$ cat config.mk
export PLATFORM = sky130hd
export DESIGN_NAME = dds_channel_command_framer
export DESIGN_NICKNAME = d
export VERILOG_FILES = /design/src/rtl/dccf_pkg.sv /design/src/rtl/dds_channel_command_framer.sv
export SDC_FILE = /design/constraint.sdc
export NUM_CORES = 2
export LEC_CHECK = 0
export BUFFER_PORTS_ARGS = -buffer_cell sky130_fd_sc_hd__clkbuf_2
export CORE_UTILIZATION = 40
export DETAILED_ROUTE_END_ITERATION = 16
export GPL_ROUTABILITY_DRIVEN = 0
export PLACE_DENSITY = 0.68
export SLEW_MARGIN = 5
export SYNTH_ARGS = -nofsm -noshare
export SYNTH_HDL_FRONTEND = slang
export SYNTH_SLANG_ARGS = --single-unit
$ cat constraint.sdc
create_clock -name clk -period 6.8 [get_ports clk]
set_input_delay 0.34 -clock clk [delete_from_list [all_inputs] [get_ports clk]]
set_output_delay 0.34 -clock clk [all_outputs]
set_load 0.02 [all_outputs]
$ cat src/rtl/dccf_pkg.sv
// ----------------------------------------------------------------------------
// dccf_pkg: shared types and constants for the DDS channel command framer
// Command and output beat layouts, register addresses, limits and the fixed
// reciprocal constants used for the tuning-word and phase-word scaling.
// ----------------------------------------------------------------------------
package dccf_pkg;

  localparam int ValueW   = 28;
  localparam int ByteW    = 8;
  localparam int CfgIdxW  = 2;
  localparam int MaxBeats = 7;
  localparam int BeatCntW = $clog2(MaxBeats + 1);
  localparam int WordW    = 16;

  typedef enum logic [1:0] {
    ACT_FREQ  = 2'd0,
    ACT_AMPL  = 2'd1,
    ACT_PHASE = 2'd2
  } act_t;

  localparam logic [CfgIdxW-1:0] CFG_SEL_ZERO = 2'd0;
  localparam logic [CfgIdxW-1:0] CFG_SEL_ONE  = 2'd1;

  localparam logic [ByteW-1:0] SEL_ZERO_RST = 8'h50;
  localparam logic [ByteW-1:0] SEL_ONE_RST  = 8'hA0;

  localparam logic [ByteW-1:0] CSR_ADDR = 8'h00;
  localparam logic [ByteW-1:0] FTW_ADDR = 8'h04;
  localparam logic [ByteW-1:0] POW_ADDR = 8'h05;
  localparam logic [ByteW-1:0] ACR_ADDR = 8'h06;
  localparam logic [ByteW-1:0] AMPL_PAD = 8'h00;

  localparam logic [ValueW-1:0] FREQ_MAX  = 28'd200000000;
  localparam logic [ValueW-1:0] AMPL_MAX  = 28'd1023;
  localparam logic [ValueW-1:0] PHASE_MAX = 28'd360;

  localparam logic [WordW-1:0] AMPL_ENABLE = 16'h1000;
  localparam int AmplW = 10;

  // Beat counts per command and the place of the channel-select byte
  localparam logic [BeatCntW-1:0] FREQ_BEATS  = BeatCntW'(7);
  localparam logic [BeatCntW-1:0] AMPL_BEATS  = BeatCntW'(6);
  localparam logic [BeatCntW-1:0] PHASE_BEATS = BeatCntW'(5);
  localparam logic [BeatCntW-1:0] POS_SEL     = BeatCntW'(1);
  localparam logic [BeatCntW-1:0] CNT_LAST    = BeatCntW'(1);

  // Tuning word = floor(f * 2^32 / SysClkHz), done as f * recip >> FreqShift.
  // The shift is wide enough that the rounded-up reciprocal is exact up to FREQ_MAX.
  localparam longint SysClkHz   = 64'd500000000;
  localparam int     FreqShift  = 49;
  localparam int     FreqWordW  = 32;
  localparam int     FreqRecipW = 53;
  localparam int     FreqLoW    = 27;
  localparam int     FreqHiW    = FreqRecipW - FreqLoW;
  localparam logic [127:0] FreqRecipFull =
    ((128'd1 << (FreqWordW + FreqShift)) / 128'(SysClkHz)) + 128'd1;
  localparam logic [FreqHiW-1:0] FREQ_RECIP_HI = FreqRecipFull[FreqRecipW-1:FreqLoW];
  localparam logic [FreqLoW-1:0] FREQ_RECIP_LO = FreqRecipFull[FreqLoW-1:0];
  localparam int FreqHiProdW = ValueW + FreqHiW;
  localparam int FreqLoProdW = ValueW + FreqLoW;
  localparam int FreqSumW    = ValueW + FreqRecipW;

  // Phase word = floor(p * PhaseNum / PhaseDen), done as p * recip >> PhaseShift
  localparam longint PhaseNum   = 64'd45511111;
  localparam longint PhaseDen   = 64'd1000000;
  localparam int     PhaseShift = 29;
  localparam int     PhaseInW   = 9;
  localparam int     PhaseRecipW = 35;
  localparam logic [127:0] PhaseRecipFull =
    ((128'(PhaseNum) << PhaseShift) / 128'(PhaseDen)) + 128'd1;
  localparam logic [PhaseRecipW-1:0] PHASE_RECIP = PhaseRecipFull[PhaseRecipW-1:0];
  localparam int PhaseProdW = PhaseInW + PhaseRecipW;

  typedef struct packed {
    logic [1:0]        action;
    logic              channel;
    logic [ValueW-1:0] value;
  } cmd_t;

  typedef struct packed {
    logic [ByteW-1:0] spi_byte;
    logic             frame_end;
    logic             last;
  } beat_t;

endpackage

$ cat src/rtl/dds_channel_command_framer.sv
// ----------------------------------------------------------------------------
// DDS channel command framer: one command to two framed register writes, bytewise
// First beat: a taken command passes the stage 1 and 2 registers into the stage 3 line.
// Throughput: one beat per unstalled cycle; 7, 6 or 5 beats for freq/ampl/phase.
// Reset: rst clears pipeline valids and beat count; select words return to defaults.
// ----------------------------------------------------------------------------
module dds_channel_command_framer (
  input  logic                            clk,
  input  logic                            rst,
  input  logic                            cmd_valid,
  output logic                            cmd_stall,
  input  dccf_pkg::cmd_t                  cmd_data,
  output logic                            spi_valid,
  input  logic                            spi_stall,
  output dccf_pkg::beat_t                 spi_data,
  input  logic                            cfg_valid,
  output logic                            cfg_ready,
  input  logic [dccf_pkg::CfgIdxW-1:0]    cfg_index,
  input  logic [dccf_pkg::ByteW-1:0]      cfg_data
);
  import dccf_pkg::*;

  logic [ByteW-1:0] sel_zero;
  logic [ByteW-1:0] sel_one;

  // Stage 1: clamped command
  logic              s1_valid;
  logic [1:0]        s1_action;
  logic              s1_channel;
  logic [ValueW-1:0] s1_value;

  // Stage 2: products
  logic                   s2_valid;
  logic [1:0]             s2_action;
  logic                   s2_channel;
  logic [FreqHiProdW-1:0] s2_freq_hi;
  logic [FreqLoProdW-1:0] s2_freq_lo;
  logic [PhaseProdW-1:0]  s2_phase;
  logic [AmplW-1:0]       s2_ampl;

  // Stage 3: byte shift line
  logic [ByteW-1:0]    sr [MaxBeats];
  logic [BeatCntW-1:0] cnt;
  logic [BeatCntW-1:0] pos;

  logic                   cmd_take;
  logic                   cmd_known;
  logic [ValueW-1:0]      clamp_value;
  logic                   beat_take;
  logic                   s3_free;
  logic                   s2_free;
  logic                   s1_free;
  logic                   s2_adv;
  logic [FreqHiProdW-1:0] freq_hi_prod;
  logic [FreqLoProdW-1:0] freq_lo_prod;
  logic [PhaseProdW-1:0]  phase_prod;
  logic [FreqSumW-1:0]    freq_sum;
  logic [FreqWordW-1:0]   freq_word;
  logic [WordW-1:0]       phase_word;
  logic [WordW-1:0]       ampl_word;
  logic [ByteW-1:0]       sel_byte;
  logic [ByteW-1:0]       load_bytes [MaxBeats];
  logic [BeatCntW-1:0]    load_cnt;

  // ---------------- handshake ----------------
  assign cfg_ready = 1'b1;
  assign spi_valid = (cnt != '0);
  assign beat_take = spi_valid && !spi_stall;
  assign s3_free   = !spi_valid || (beat_take && cnt == CNT_LAST);
  assign s2_free   = !s2_valid || s3_free;
  assign s2_adv    = s2_valid && s3_free;
  assign s1_free   = !s1_valid || s2_free;
  assign cmd_stall = !s1_free;
  assign cmd_take  = cmd_valid && !cmd_stall;

  assign cmd_known = (cmd_data.action == ACT_FREQ) || (cmd_data.action == ACT_AMPL) ||
                     (cmd_data.action == ACT_PHASE);

  // ---------------- configuration ----------------
  always_ff @(posedge clk) begin
    if (rst) begin
      sel_zero <= SEL_ZERO_RST;
      sel_one  <= SEL_ONE_RST;
    end else if (cfg_valid && cfg_ready) begin
      unique case (cfg_index)
        CFG_SEL_ZERO: sel_zero <= cfg_data;
        CFG_SEL_ONE:  sel_one  <= cfg_data;
        default: ;
      endcase
    end
  end

  // ---------------- stage 1: saturate ----------------
  always_comb begin
    clamp_value = cmd_data.value;
    unique case (cmd_data.action)
      ACT_FREQ:  if (cmd_data.value > FREQ_MAX)  clamp_value = FREQ_MAX;
      ACT_AMPL:  if (cmd_data.value > AMPL_MAX)  clamp_value = AMPL_MAX;
      ACT_PHASE: if (cmd_data.value > PHASE_MAX) clamp_value = PHASE_MAX;
      default:   clamp_value = cmd_data.value;
    endcase
  end

  always_ff @(posedge clk) begin
    if (rst) begin
      s1_valid <= 1'b0;
    end else if (s1_free) begin
      // drop the unused action code here
      s1_valid <= cmd_take && cmd_known;
    end
  end

  always_ff @(posedge clk) begin
    if (s1_free) begin
      s1_action  <= cmd_data.action;
      s1_channel <= cmd_data.channel;
      s1_value   <= clamp_value;
    end
  end

  // ---------------- stage 2: multiply ----------------
  assign freq_hi_prod = FreqHiProdW'(s1_value) * FreqHiProdW'(FREQ_RECIP_HI);
  assign freq_lo_prod = FreqLoProdW'(s1_value) * FreqLoProdW'(FREQ_RECIP_LO);
  assign phase_prod   = PhaseProdW'(s1_value[PhaseInW-1:0]) * PhaseProdW'(PHASE_RECIP);

  always_ff @(posedge clk) begin
    if (rst) begin
      s2_valid <= 1'b0;
    end else if (s2_free) begin
      s2_valid <= s1_valid;
    end
  end

  always_ff @(posedge clk) begin
    if (s2_free) begin
      s2_action  <= s1_action;
      s2_channel <= s1_channel;
      s2_freq_hi <= freq_hi_prod;
      s2_freq_lo <= freq_lo_prod;
      s2_phase   <= phase_prod;
      s2_ampl    <= s1_value[AmplW-1:0];
    end
  end

  // ---------------- stage 3: build the frame ----------------
  assign freq_sum   = {s2_freq_hi, {FreqLoW{1'b0}}} + FreqSumW'(s2_freq_lo);
  assign freq_word  = freq_sum[FreqSumW-1 -: FreqWordW];
  assign phase_word = WordW'(s2_phase[PhaseProdW-1:PhaseShift]);
  assign ampl_word  = AMPL_ENABLE | WordW'(s2_ampl);
  assign sel_byte   = s2_channel ? sel_one : sel_zero;

  always_comb begin
    for (int i = 0; i < MaxBeats; i++) begin
      load_bytes[i] = '0;
    end
    load_bytes[0] = CSR_ADDR;
    load_bytes[1] = sel_byte;
    load_cnt      = '0;
    unique case (s2_action)
      ACT_FREQ: begin
        load_bytes[2] = FTW_ADDR;
        load_bytes[3] = freq_word[31:24];
        load_bytes[4] = freq_word[23:16];
        load_bytes[5] = freq_word[15:8];
        load_bytes[6] = freq_word[7:0];
        load_cnt      = FREQ_BEATS;
      end
      ACT_AMPL: begin
        load_bytes[2] = ACR_ADDR;
        load_bytes[3] = AMPL_PAD;
        load_bytes[4] = ampl_word[15:8];
        load_bytes[5] = ampl_word[7:0];
        load_cnt      = AMPL_BEATS;
      end
      ACT_PHASE: begin
        load_bytes[2] = POW_ADDR;
        load_bytes[3] = phase_word[15:8];
        load_bytes[4] = phase_word[7:0];
        load_cnt      = PHASE_BEATS;
      end
      default: load_cnt = '0;
    endcase
  end

  always_ff @(posedge clk) begin
    if (rst) begin
      cnt <= '0;
      pos <= '0;
    end else if (s2_adv) begin
      cnt <= load_cnt;
      pos <= '0;
    end else if (beat_take) begin
      cnt <= cnt - BeatCntW'(1);
      pos <= pos + BeatCntW'(1);
    end
  end

  always_ff @(posedge clk) begin
    if (s2_adv) begin
      sr <= load_bytes;
    end else if (beat_take) begin
      // advance to the next byte
      for (int i = 0; i < MaxBeats - 1; i++) begin
        sr[i] <= sr[i+1];
      end
      sr[MaxBeats-1] <= '0;
    end
  end

  assign spi_data.spi_byte  = sr[0];
  assign spi_data.frame_end = (pos == POS_SEL) || (cnt == CNT_LAST);
  assign spi_data.last      = (cnt == CNT_LAST);

`ifndef SYNTHESIS
  a_last_ends_frame: assert property (@(posedge clk) disable iff (rst)
    (spi_valid && spi_data.last) |-> spi_data.frame_end)
    else $error("last beat without chip-select release");

  a_frame_starts_csr: assert property (@(posedge clk) disable iff (rst)
    (spi_valid && !spi_stall && spi_data.last) |=>
      (!spi_valid || spi_data.spi_byte == CSR_ADDR))
    else $error("new command does not open with the select-register address");

  a_stall_when_full: assert property (@(posedge clk) disable iff (rst)
    cmd_stall |-> (s1_valid && s2_valid))
    else $error("command stalled while the pipeline has room");
`endif

endmodule

==> out/summary.json <==
{
  "outcome": {
    "status": "complete, no violations"
  },
  "synthesis": {
    "synth.top_cells.by_area": "fa_1, ha_1, edfxtp_1, inv_1, a21oi_1",
    "proportion_of_synthesized_chip_area_in_sequential_cells_pct": 17.7,
    "post_synth_instance_area_mm2": 0.0344,
    "synth-edff-count": 182,
    "synth.avg_cell_area_um2": 10.2,
    "distinct_cell_type_count_after_synthesis": 71,
    "synth_top_cell_area_share_pct": 29.7,
    "synth-seq-cells": 214,
    "post-synth-top-count-cell": "inv_1",
    "count_of_mapped_cells_out_of_synthesis": 3359,
    "yosys_most_used_dff": "edfxtp_1",
    "synth_top_cells_by_count": "inv_1, ha_1, fa_1, edfxtp_1, a21oi_1",
    "leading_area_contributor_after_synthesis": "fa_1",
    "yosys_warnings": 0,
    "synth.net_count": 4554,
    "synthArstFlopShare_pct": 0
  },
  "setup_path": {
    "cp_common_cell": "fa_2",
    "crit_type": "reg2reg",
    "crit_path_top_delay_cell": "fa_2",
    "crit_path_start_kind": "flop",
    "worst-endpoint-arrival_ns": 6.96,
    "maximum_fanout_along_the_worst_path": 4,
    "timing.critical_path.cells": "buf_4 -> ha_1 -> xnor2_2 -> buf_4 -> xnor2_2 -> fa_2 -> fa_2 -> fa_2 -> fa_1 -> inv_1 -> fa_1 -> inv_1 -> ha_2 -> a21o_1 -> a21o_1 -> a221oi_2 -> o22a_1 -> o211a_4 -> a21oi_4 -> a311o_2 -> and3_4 -> a311oi_2 -> xnor2_1",
    "worstSetupStartpoint": "s1_value[9]",
    "cpPeakStageDelay_ns": 0.61,
    "timing.critical_path.to_type": "flop",
    "timing.rr.start": "s1_value[9]",
    "cp.required_ns": 7.10
  },
  "place": {
    "dpl.cell_count": 4656,
    "hpwlAfterDp_mm": 76.1,
    "port_buffers": 57
  },
  "routing": {
    "residual_drc_count": 0,
    "finalWirelength_mm": 90.1,
    "vias_per_cell": 5.06,
    "route.antenna.remaining_nets": 0,
    "vias": 24109,
    "drt_first_iter_violations": 1352,
    "post_drt_wl_per_cell_um": 18.9,
    "detailedRoute.firstPassIterationCount": 7
  },
  "sta": {
    "max_freq_mhz": 150,
    "setup_viol_count_final": 0,
    "grt_setup_unrepaired": "true",
    "final-hold-violation-count": 0,
    "pins_over_their_slew_limit": 0,
    "worstMarginPinSlew_ns": 1.12,
    "fin_skew_ns": 0.0202,
    "min_period_over_period_pct": 98.0,
    "finalSetupTns_ns": 0,
    "timing.max_slew.rel_slack_pct": 25.4,
    "period_minus_slack_ns": 6.67,
    "final.hold.worst_slack_ns": 0.0196
  },
  "global_routing": {
    "antenna_found_initial": 1,
    "grt_first_pass_wirelength_mm": 139,
    "grt.total_usage_pct": 20.9,
    "largest_net_degree_at_the_start_of_global_routing": 72,
    "grt.met3_usage_pct": 3.92,
    "globalRouteOverflowTotal": 0,
    "grt.met2_usage_pct": 34.1,
    "gr-usage-met1_pct": 28.4,
    "global_route.peak_usage_layer": "met2",
    "grt_pass1_vias": 24652
  },
  "floorplan": {
    "placeable_area_mm2": 0.0851,
    "die-width_um": 295,
    "num_io_pins": 59,
    "placementRows": 107,
    "floorplan.initialDensity_pct": 40.4,
    "die_area_mm2": 0.0872,
    "die_height_um": 295
  },
  "layout": {
    "fin_cells": 4767,
    "fillerInstances": 7893,
    "drive_above_1_share_pct": 13.1,
    "finish.net_count": 4800,
    "num_antenna_cells": 0,
    "flow.area_growth_from_synthesis_pct": 14.2
  },
  "clocking": {
    "cts_root_buffer": "clkbuf_16",
    "insertion_delay_ns": 0.56,
    "cts_tree": "built",
    "cts_made_buffers": 24,
    "clk_pin_slew_ns": 0.07,
    "cts_buffer_depth": 3,
    "cts.sink_count": 214,
    "cts-htree-levels": 1
  },
  "worst_hold_path": {
    "hold_class": "in2reg",
    "worstHoldStart": "cfg_data[6]"
  },
  "run": {
    "cap_violations": 0
  }
}
-- cells in the final DEF, fill, tap and decap left out, types with 16 or more instances in the layout --
cell type  instances
clkbuf_16         24
nor2b_1           25
nand3_1           27
nand4_1           36
dfxtp_1           32
nand2_1          108
xor2_1            48
nor3_1            34
o21ai_0           76
and3_1            16
a21oi_1          152
fa_2              17
clkbuf_2          57
fa_1             494
inv_1            833
buf_4            198
xnor2_1           77
inv_2             30
a21o_1            82
edfxtp_1         182
ha_1             595
nor2_1           111
mux2i_1           25
o21a_1            31
ha_4              31
and2_1            16
-- cell type report --
cell class / instances / area (um^2) / area share, %
repair buffers: 280 / 2150 / 5.48
well taps: 1144 / 1430 / 3.64
clock buffers: 26 / 608 / 1.55
multi-input cells: 2219 / 25500 / 64.9
flip-flops and latches: 214 / 6110 / 15.5
clock inverters: 18 / 238 / 0.605
inverters: 866 / 3260 / 8.30
-- metal layers --
layer  routed length, um  vias up
met3                6230      133
met1               39300    11852
met4                2650        0
met2               41900      748
li1                    -    11376
met5                   0        -
-- kinds of logic after synthesis --
| kind of cell | share of synthesized area [%] |
|---|---|
| other | 0.0109 |
| and+or+nand+nor | 6.36 |
| buffers and inverters | 10.2 |
| muxes | 0.793 |
| xor gates and xnor gates | 3.23 |
| DFF | 17.7 |
| AOI/OAI and AO/OA | 8.70 |
| adders and majority gates | 52.9 |
-- critical path: cells and delay by family, from the launching register on --
family,cells,cell delay [ns]
fa+ha+maj,7,3.12
compound gates,8,1.74
flops,1,0.48
xor+xnor,3,0.46
buf+inv,4,0.42
simple gates,1,0.19
-- stage by stage --
step	cell area, um^2	setup slack [ns]	utilization, %
after CTS	38200	-0.0439	44.8
after global placement	37200	0.00960	43.7
after detailed placement	37200	-0.0789	43.7
final	39300	0.133	46.1
after global routing	39300	-0.0835	46.1
after floorplan	34500	-0.00269	-
-- registers in the layout (all words and copies together) (netlist names), 15 cells and up --
signal      count
s2_phase       15
s2_freq_hi     54
s2_freq_lo     23
sr             48
s1_value       28
-- final timing paths --
path	slack [ns]	endpoint	cells past startpoint
setup reg to reg	0.13	s2_freq_lo[44]	23
hold / removal	0.02	sel_zero[6]	2
hold reg to reg	0.42	s2_action[1]	0
setup / recovery	0.13	s2_freq_lo[44]	23
-- timing repair --
item,4_1_cts,5_1_grt
hold buffers,1,0
pin swaps,0,92
endpoints found under the hold margin,1,0
endpoints found under the setup margin,6,34
buffers inserted,3,65
gates resized for setup,6,147
Power is not shown: default switching activity piles up to over one toggle a cycle in this logic, so the estimate is an artifact.
